**src/rtl/tpe_pkg.sv**
```systemverilog
// shared types and constants for the trapezoidal pulse energy block
// word formats, config register codes, controller states and the
// command/status structs between controller and datapath; no dependencies
package tpe_pkg;

   // fixed field widths
   localparam int SAMPLE_BITS    = 16;
   localparam int ACC_BITS       = SAMPLE_BITS + 10;
   localparam int FILT_BITS      = 25;
   localparam int ENERGY_BITS    = 17;
   localparam int WIN_BITS       = 9;
   localparam int GAP_BITS       = 10;
   localparam int CSR_DATA_BITS  = 10;

   // config limits and reset values
   localparam int WIN_MAX = 256;
   localparam int GAP_MAX = 512;
   localparam logic [WIN_BITS-1:0] WIN_RESET = 9'd16;
   localparam logic [GAP_BITS-1:0] GAP_RESET = 10'd8;

   // defaults for the top level parameters
   localparam int DEF_DELAY_DEPTH = 1024;
   localparam int DEF_MAX_SAMPLES = 65536;

   // config register indexes
   typedef enum logic [0:0] {
      CSR_WINDOW_LENGTH = 1'b0,
      CSR_GAP_LENGTH    = 1'b1
   } csr_index_type;

   // input word
   typedef struct packed {
      logic signed [SAMPLE_BITS-1:0] sample;
      logic                          last;
   } req_word_type;

   // result word
   typedef struct packed {
      logic signed [FILT_BITS-1:0] filtered;
      logic                        filtered_valid;
      logic [ENERGY_BITS-1:0]      energy;
      logic                        energy_valid;
      logic                        status;
   } rsp_word_type;

   // controller states
   typedef enum logic [3:0] {
      S_CLEAR,
      S_IDLE,
      S_RD_L,
      S_RD_LG,
      S_RD_SPAN,
      S_UPDATE,
      S_TRACK,
      S_DIV_LOAD,
      S_DIV,
      S_EMIT
   } state_type;

   // controller to datapath commands
   typedef struct packed {
      logic load;      // capture the accepted word and the clamped window setup
      logic rd_l;      // read the tap L samples back
      logic rd_lg;     // read the tap L+G samples back
      logic rd_span;   // read the tap 2L+G samples back
      logic cap_l;     // start the increment with the L tap
      logic cap_lg;    // subtract the L+G tap
      logic update;    // add the span tap, write the sample, advance pointer
      logic track;     // update running max and min
      logic div_load;  // load max-min into the divider
      logic div_step;  // one restoring division step
      logic emit;      // load the output register
      logic clear;     // clearing pass write after reset
   } cmd_type;

   // datapath to controller status
   typedef struct packed {
      logic last;         // current word closes the waveform
      logic long_enough;  // enough samples for a trapezoid point
      logic out_free;     // output register can take a word
      logic clear_done;   // clearing pass at the final entry
   } sts_type;

endpackage

```
**src/rtl/tpe_ctrl.sv**
```systemverilog
// sequencing state machine of the trapezoidal pulse energy block
// steps the datapath through the clearing pass, delay line reads, update, tracking, division and result load
// depends on tpe_pkg
module tpe_ctrl (
   input  logic             clock,
   input  logic             reset,
   input  logic             req_valid,
   output logic             req_ready,
   input  tpe_pkg::sts_type sts,
   output tpe_pkg::cmd_type cmd
);
   import tpe_pkg::*;

   localparam int DCW = $clog2(ACC_BITS);

   state_type        state_ff, state_in;
   logic [DCW-1:0]   div_cnt_ff, div_cnt_in;

   // state register
   always_ff @(posedge clock) begin
      if (reset) begin
         state_ff   <= S_CLEAR;
         div_cnt_ff <= '0;
      end else begin
         state_ff   <= state_in;
         div_cnt_ff <= div_cnt_in;
      end
   end

   // next state and commands
   always_comb begin
      state_in   = state_ff;
      div_cnt_in = div_cnt_ff;
      cmd        = '0;
      req_ready  = 1'b0;
      case (state_ff)
         S_CLEAR: begin
            cmd.clear = 1'b1;
            if (sts.clear_done) state_in = S_IDLE;
         end
         S_IDLE: begin
            req_ready = 1'b1;
            if (req_valid) begin
               cmd.load = 1'b1;
               state_in = S_RD_L;
            end
         end
         S_RD_L: begin
            cmd.rd_l = 1'b1;
            state_in = S_RD_LG;
         end
         S_RD_LG: begin
            cmd.rd_lg = 1'b1;
            cmd.cap_l = 1'b1;
            state_in  = S_RD_SPAN;
         end
         S_RD_SPAN: begin
            cmd.rd_span = 1'b1;
            cmd.cap_lg  = 1'b1;
            state_in    = S_UPDATE;
         end
         S_UPDATE: begin
            cmd.update = 1'b1;
            state_in   = S_TRACK;
         end
         S_TRACK: begin
            cmd.track = 1'b1;
            if (sts.last && sts.long_enough) state_in = S_DIV_LOAD;
            else state_in = S_EMIT;
         end
         S_DIV_LOAD: begin
            cmd.div_load = 1'b1;
            div_cnt_in   = DCW'(ACC_BITS - 1);
            state_in     = S_DIV;
         end
         S_DIV: begin
            cmd.div_step = 1'b1;
            if (div_cnt_ff == '0) state_in = S_EMIT;
            else div_cnt_in = div_cnt_ff - 1'b1;
         end
         S_EMIT: begin
            if (sts.out_free) begin
               cmd.emit = 1'b1;
               state_in = S_IDLE;
            end
         end
         default: state_in = S_IDLE;
      endcase
   end

`ifndef SYNTHESIS
   // output register is never overwritten while a word waits
   a_emit_free: assert property (@(posedge clock) disable iff (reset)
      cmd.emit |-> sts.out_free)
      else $error("emit while output register busy");

   // a stalled result holds the controller in place
   a_emit_hold: assert property (@(posedge clock) disable iff (reset)
      (state_ff == S_EMIT && !sts.out_free) |=> state_ff == S_EMIT)
      else $error("left emit without delivering");

   // an accepted word starts the read sequence
   a_accept_seq: assert property (@(posedge clock) disable iff (reset)
      (req_valid && req_ready) |=> state_ff == S_RD_L)
      else $error("accepted word did not start reads");

   // divider ends after its last step
   a_div_end: assert property (@(posedge clock) disable iff (reset)
      (state_ff == S_DIV && div_cnt_ff == '0) |=> state_ff == S_EMIT)
      else $error("divider overran");
`endif

endmodule

```
**config.mk**
```make
export PLATFORM = sky130hd
export DESIGN_NAME = tpe_ctrl
export DESIGN_NICKNAME = d
export VERILOG_FILES = /design/src/rtl/tpe_pkg.sv /design/src/rtl/tpe_ctrl.sv
export SDC_FILE = /design/constraint.sdc
export NUM_CORES = 1
export LEC_CHECK = 0
export ABC_AREA = 1
export BUFFER_PORTS_ARGS = -buffer_cell sky130_fd_sc_hd__buf_2
export CORE_AREA = 2 2 39 41
export CTS_BUF_LIST = sky130_fd_sc_hd__clkbuf_8
export CTS_CLUSTER_SIZE = 30
export DETAILED_ROUTE_END_ITERATION = 8
export DIE_AREA = 0 0 41 43
export PLACE_DENSITY = 0.72
export SLEW_MARGIN = 40
export SYNTH_ARGS = -nofsm -noshare
export SYNTH_HDL_FRONTEND = slang
export SYNTH_SLANG_ARGS = --single-unit
```
**constraint.sdc**
```tcl
create_clock -name clock -period 1.5 [get_ports clock]
set_clock_uncertainty 0.1 [all_clocks]
set_input_delay 0.075 -clock clock [delete_from_list [all_inputs] [get_ports clock]]
set_output_delay 0.075 -clock clock [all_outputs]
set_load 0.01 [all_outputs]
```
=== Word-level counts from Yosys, hierarchy flattened ===
Cells that the tools add are included.

* Flip-flop bits (word level): 9
* Bits of input ports: 7
* Logic and storage cells: 44

* Add/subtract/negate cells: 1
* Eq/ne operators: 14
* Multiplexer cells: 21
* Reductions and logical operators: 6

{| class="wikitable"
|+ Operators by type and width
! cell !! number
|-
| $pmux 4 s10 || 1
|-
| $mux 4 || 5
|-
| $eq 4x3->1 const B || 4
|-
| $mux 1 || 13
|-
| $ne 2x2->1 const B || 5
|-
| $pmux 5 s2 || 1
|-
| $eq 4x2->1 const B || 2
|-
| $eq 4x4->1 const B || 2
|-
| $logic_not 5->1 || 1
|-
| $mux 5 || 1
|-
| $sub 5x1->5 const B || 1
|-
| $eq 4x1->1 const B || 1
|-
| $logic_not 4->1 || 1
|-
| $reduce_and 4->1 || 1
|-
| $reduce_and 2->1 || 1
|-
| $reduce_bool 2->1 || 1
|-
| $logic_and 1x1->1 || 1
|}

=== Depth between registers and ports, before layout ===
* Word-level depth: 3
* Gate-level depth with buffers: 10
* Depth with buffers taken out: 10

=== Worst setup path after synthesis ===
OpenSTA, ideal clock, no wires.

* Path kind: register -> register
* Start: register div_cnt_ff[0]
* End: register state_ff[3]
* Library setup time: 0.111 ns
* Arrival time: 1.071 ns
* Data required time: 1.289 ns
* Slack: 0.218 ns
* Stages on the path, launching flop included: 10
* Path buffers: 0
* Period minus slack after synthesis: 1.282 ns
* Cells stage by stage: dfxtp_1 > inv_1 > ha_1 > nand3_1 > nand2_4 > inv_2 > nor2_2 > nand2_1 > nand2_1 > nor2_2

* Cells in the longest elaborated chain, start to end: 3

{| class="wikitable"
|+ Ends and longest elaborated chain
! what !! line !! source
|-
| from (decl) || tpe_ctrl.sv:17 || <nowiki>logic [DCW-1:0] div_cnt_ff, div_cnt_in;</nowiki>
|-
| from (signal assigned) || tpe_ctrl.sv:26 || <nowiki>div_cnt_ff <= div_cnt_in;</nowiki>
|-
| $logic_not 5->1 || tpe_ctrl.sv:78 || <nowiki>if (div_cnt_ff == '0) state_in = S_EMIT;</nowiki>
|-
| $ne 2x2->1 (no line) || - ||
|-
| $reduce_and 4->1 (no line) || - ||
|-
| to (signal assigned) || tpe_ctrl.sv:25 || <nowiki>state_ff <= state_in;</nowiki>
|-
| to (decl) || tpe_ctrl.sv:16 || <nowiki>state_type state_ff, state_in;</nowiki>
|}

Every way passes these cells.
A chain may end at the register's enable or synchronous reset.

=== Final worst setup path ===
Same ends and word-level chain as after synthesis.

==> results.toml <==
[route]
viasPerCell = 4.76
routed_wirelength_um = 1360
first_pass_iters = 4
drt_iter0_drc = 9
wire_per_inst_um = 10.5
vias = 614
post-route-drc-count = 0
final_antenna_net_count = 0

[critical_path]
worstSetupPathType = "flip-flop to flip-flop"
critPathLaunch = "div_cnt_ff[0]"
cp-start-kind = "flip-flop"
slowest_delay_ps = 300
path_delay_family = "simple AND/OR/NAND/NOR gates"
worstReg2RegStart = "div_cnt_ff[0]"
arrival_ps = 1420
crit_required_ps = 1530
crit_fanout = 7
path_buf_inv = 2
worstSetupEndpointType = "flip-flop"
slowest_stage = "dfxtp_1"
path_cells = "inv_1 -> ha_2 -> nand3_1 -> nand2_4 -> inv_2 -> nor2_2 -> nand2_1 -> nand2_1 -> nor2_2"

[yosys]
synth-seq-cells = 9
ys_types = 20
yosys_warnings = 0
yosysSeqAreaShare = 0.303
avgSynthCellArea_um2 = 6.53
syn-num-nets = 99
synthesis.area_um2 = 594
synthCells = 91

[clock_tree]
cts.sinks = 9
cts_made_buffers = 3
cts_max_level = 1
clk_pin_slew_ps = 50
cts_max_path_buffers = 2
cts_tree = "built"
worst_skew_pair.late_latency_ps = 230
cts_setup_buffers = 0
cts-root-buf = "clkbuf_8"

[placement]
routabilityCongestion = 0.808
place_area_um2 = 694
dpl.hpwl_um = 1100
port_buffers = 19

[sta]
report.final.slew_viol_count = 0
fin_crit_ps = 1390
hold_viol = 0
fin_crit_sh = 0.925
setup_viol_count_final = 0
tns_ps = 0
relSlewSlack = 0.849
worst_slew_pin_slew_ps = 225
fmax_mhz = 721

[run]
drv_cap = 0

[hold_path]
min_from = "sts[3]"
hp-class = "primary input to flip-flop"

[global_routing]
grt_pass1_wl_um = 2150
antenna_found_initial = 0
track_usage = 0.177
grt_start_max_net_pins = 8
first_global_vias = 579
gr-total-overflow = 0

[cells_and_area]
fillers = 133
layout.nets = 122
diodes = 0
layout_common_cells = "buf_2, nor2_1, inv_1, nand2_1, nor2_2"
multi_input_area_um2 = 344
design_area_um2 = 759
syn_to_final_growth_pct = 27.8
final_common_cell = "buf_2"
regArea_um2 = 181
final_layout_size_suffix_gt1_frac = 0.425

[die]
die_w_um = 41
fp.dieH_um = 43
rows = 14
num_io_pins = 20
design.die.area_um2 = 1760
core_area_um2 = 1380
start_util = 0.429

[power]
p_per_area_nw_per_um2 = 1390
power_leakage_uw = 0.000406
vdd_drop_max_v = 0.000753
total_power_uw = 1050

[run_status]
status = "finished clean"
[worst reg2reg max path: cells and delay by family (launching register included)]
kind                     cells  cell delay, ps
buffers and inverters        2             150
AND/OR/NAND/NOR              6             520
flip-flops                   1             300
adder cells (fa/ha/maj)      1             210
[cell type report]
class | instances | share of cell area
repair buffers | 20 | 0.138
well taps | 16 | 0.0264
clock buffers | 3 | 0.0544
flip-flops and latches | 9 | 0.239
clock inverters | 1 | 0.00494
inverters | 17 | 0.0840
multi-input cells | 63 | 0.453
[metrics by stage]
stage	hold WS, ps	worst slack, ps	std cells	util
floorplan	41.9	218	91	-
global placement	241	181	124	0.502
detailed placement	244	119	124	0.502
CTS	76.7	74.7	129	0.542
global route	92.2	-6.12	129	0.549
finish	78.3	113	129	0.549
[state kept, by name, indices dropped and copies added, names as in the netlist]
register and count:
div_cnt_ff 5, state_ff 4
[layer usage]
metal,GRT usage,share of wire
met4,0.0800,0.017
met5,0,0
met3,0.0366,0.059
met2,0.316,0.51
met1,0.182,0.42
[power by group]
part	switching [uW]	internal [uW]	leakage [uW]
clock network	98.9	178	0.0000269
registers	43.0	275	0.0000733
logic	293	167	0.000306
total	435	620	0.000406
[cells by family (layout without fill, tap and decap cells)]
group | after synthesis | count (layout) | synth area share
AND/OR/NAND/NOR | 51 | 51 | 0.429
XOR/XNOR | 2 | 2 | 0.0295
adder cells (fa/ha/maj) | 1 | 1 | 0.0210
flip-flops | 9 | 9 | 0.303
buffers and inverters | 19 | 41 | 0.133
AO/OA/AOI/OAI | 9 | 9 | 0.0842
[what timing repair did]
action | CTS | global route
cloned | 0 | 0
gates resized for setup | 1 | 2
endpoints found under the setup margin | 1 | 3
endpoints found under the hold margin | 1 | 0
hold buffers | 1 | 0
[final timing paths]
check	to	slack [ps]	depth (start not counted)
hold reg to reg	div_cnt_ff[4]	390	2
setup reg to reg	state_ff[3]	110	9
hold / removal	state_ff[2]	80	3
setup / recovery	state_ff[3]	110	9
[cells in the mapped netlist]
cell type	instances	area share
nor3_1	3	0.025
nor3_2	1	0.017
buf_4	2	0.025
nand3_1	6	0.051
o21ai_0	2	0.017
a31oi_1	2	0.021
dfxtp_1	9	0.30
nand2_4	1	0.019
ha_1	1	0.021
a21oi_1	4	0.034
inv_2	8	0.051
xor2_1	2	0.029
a211oi_1	1	0.013
nor2_2	9	0.095
nand2_1	10	0.063
nand2_2	4	0.042
nand3b_1	1	0.013
inv_1	9	0.057
nor4_1	1	0.011
nor2_1	15	0.095
No activity file was read; power rests on OpenSTA's default activity.
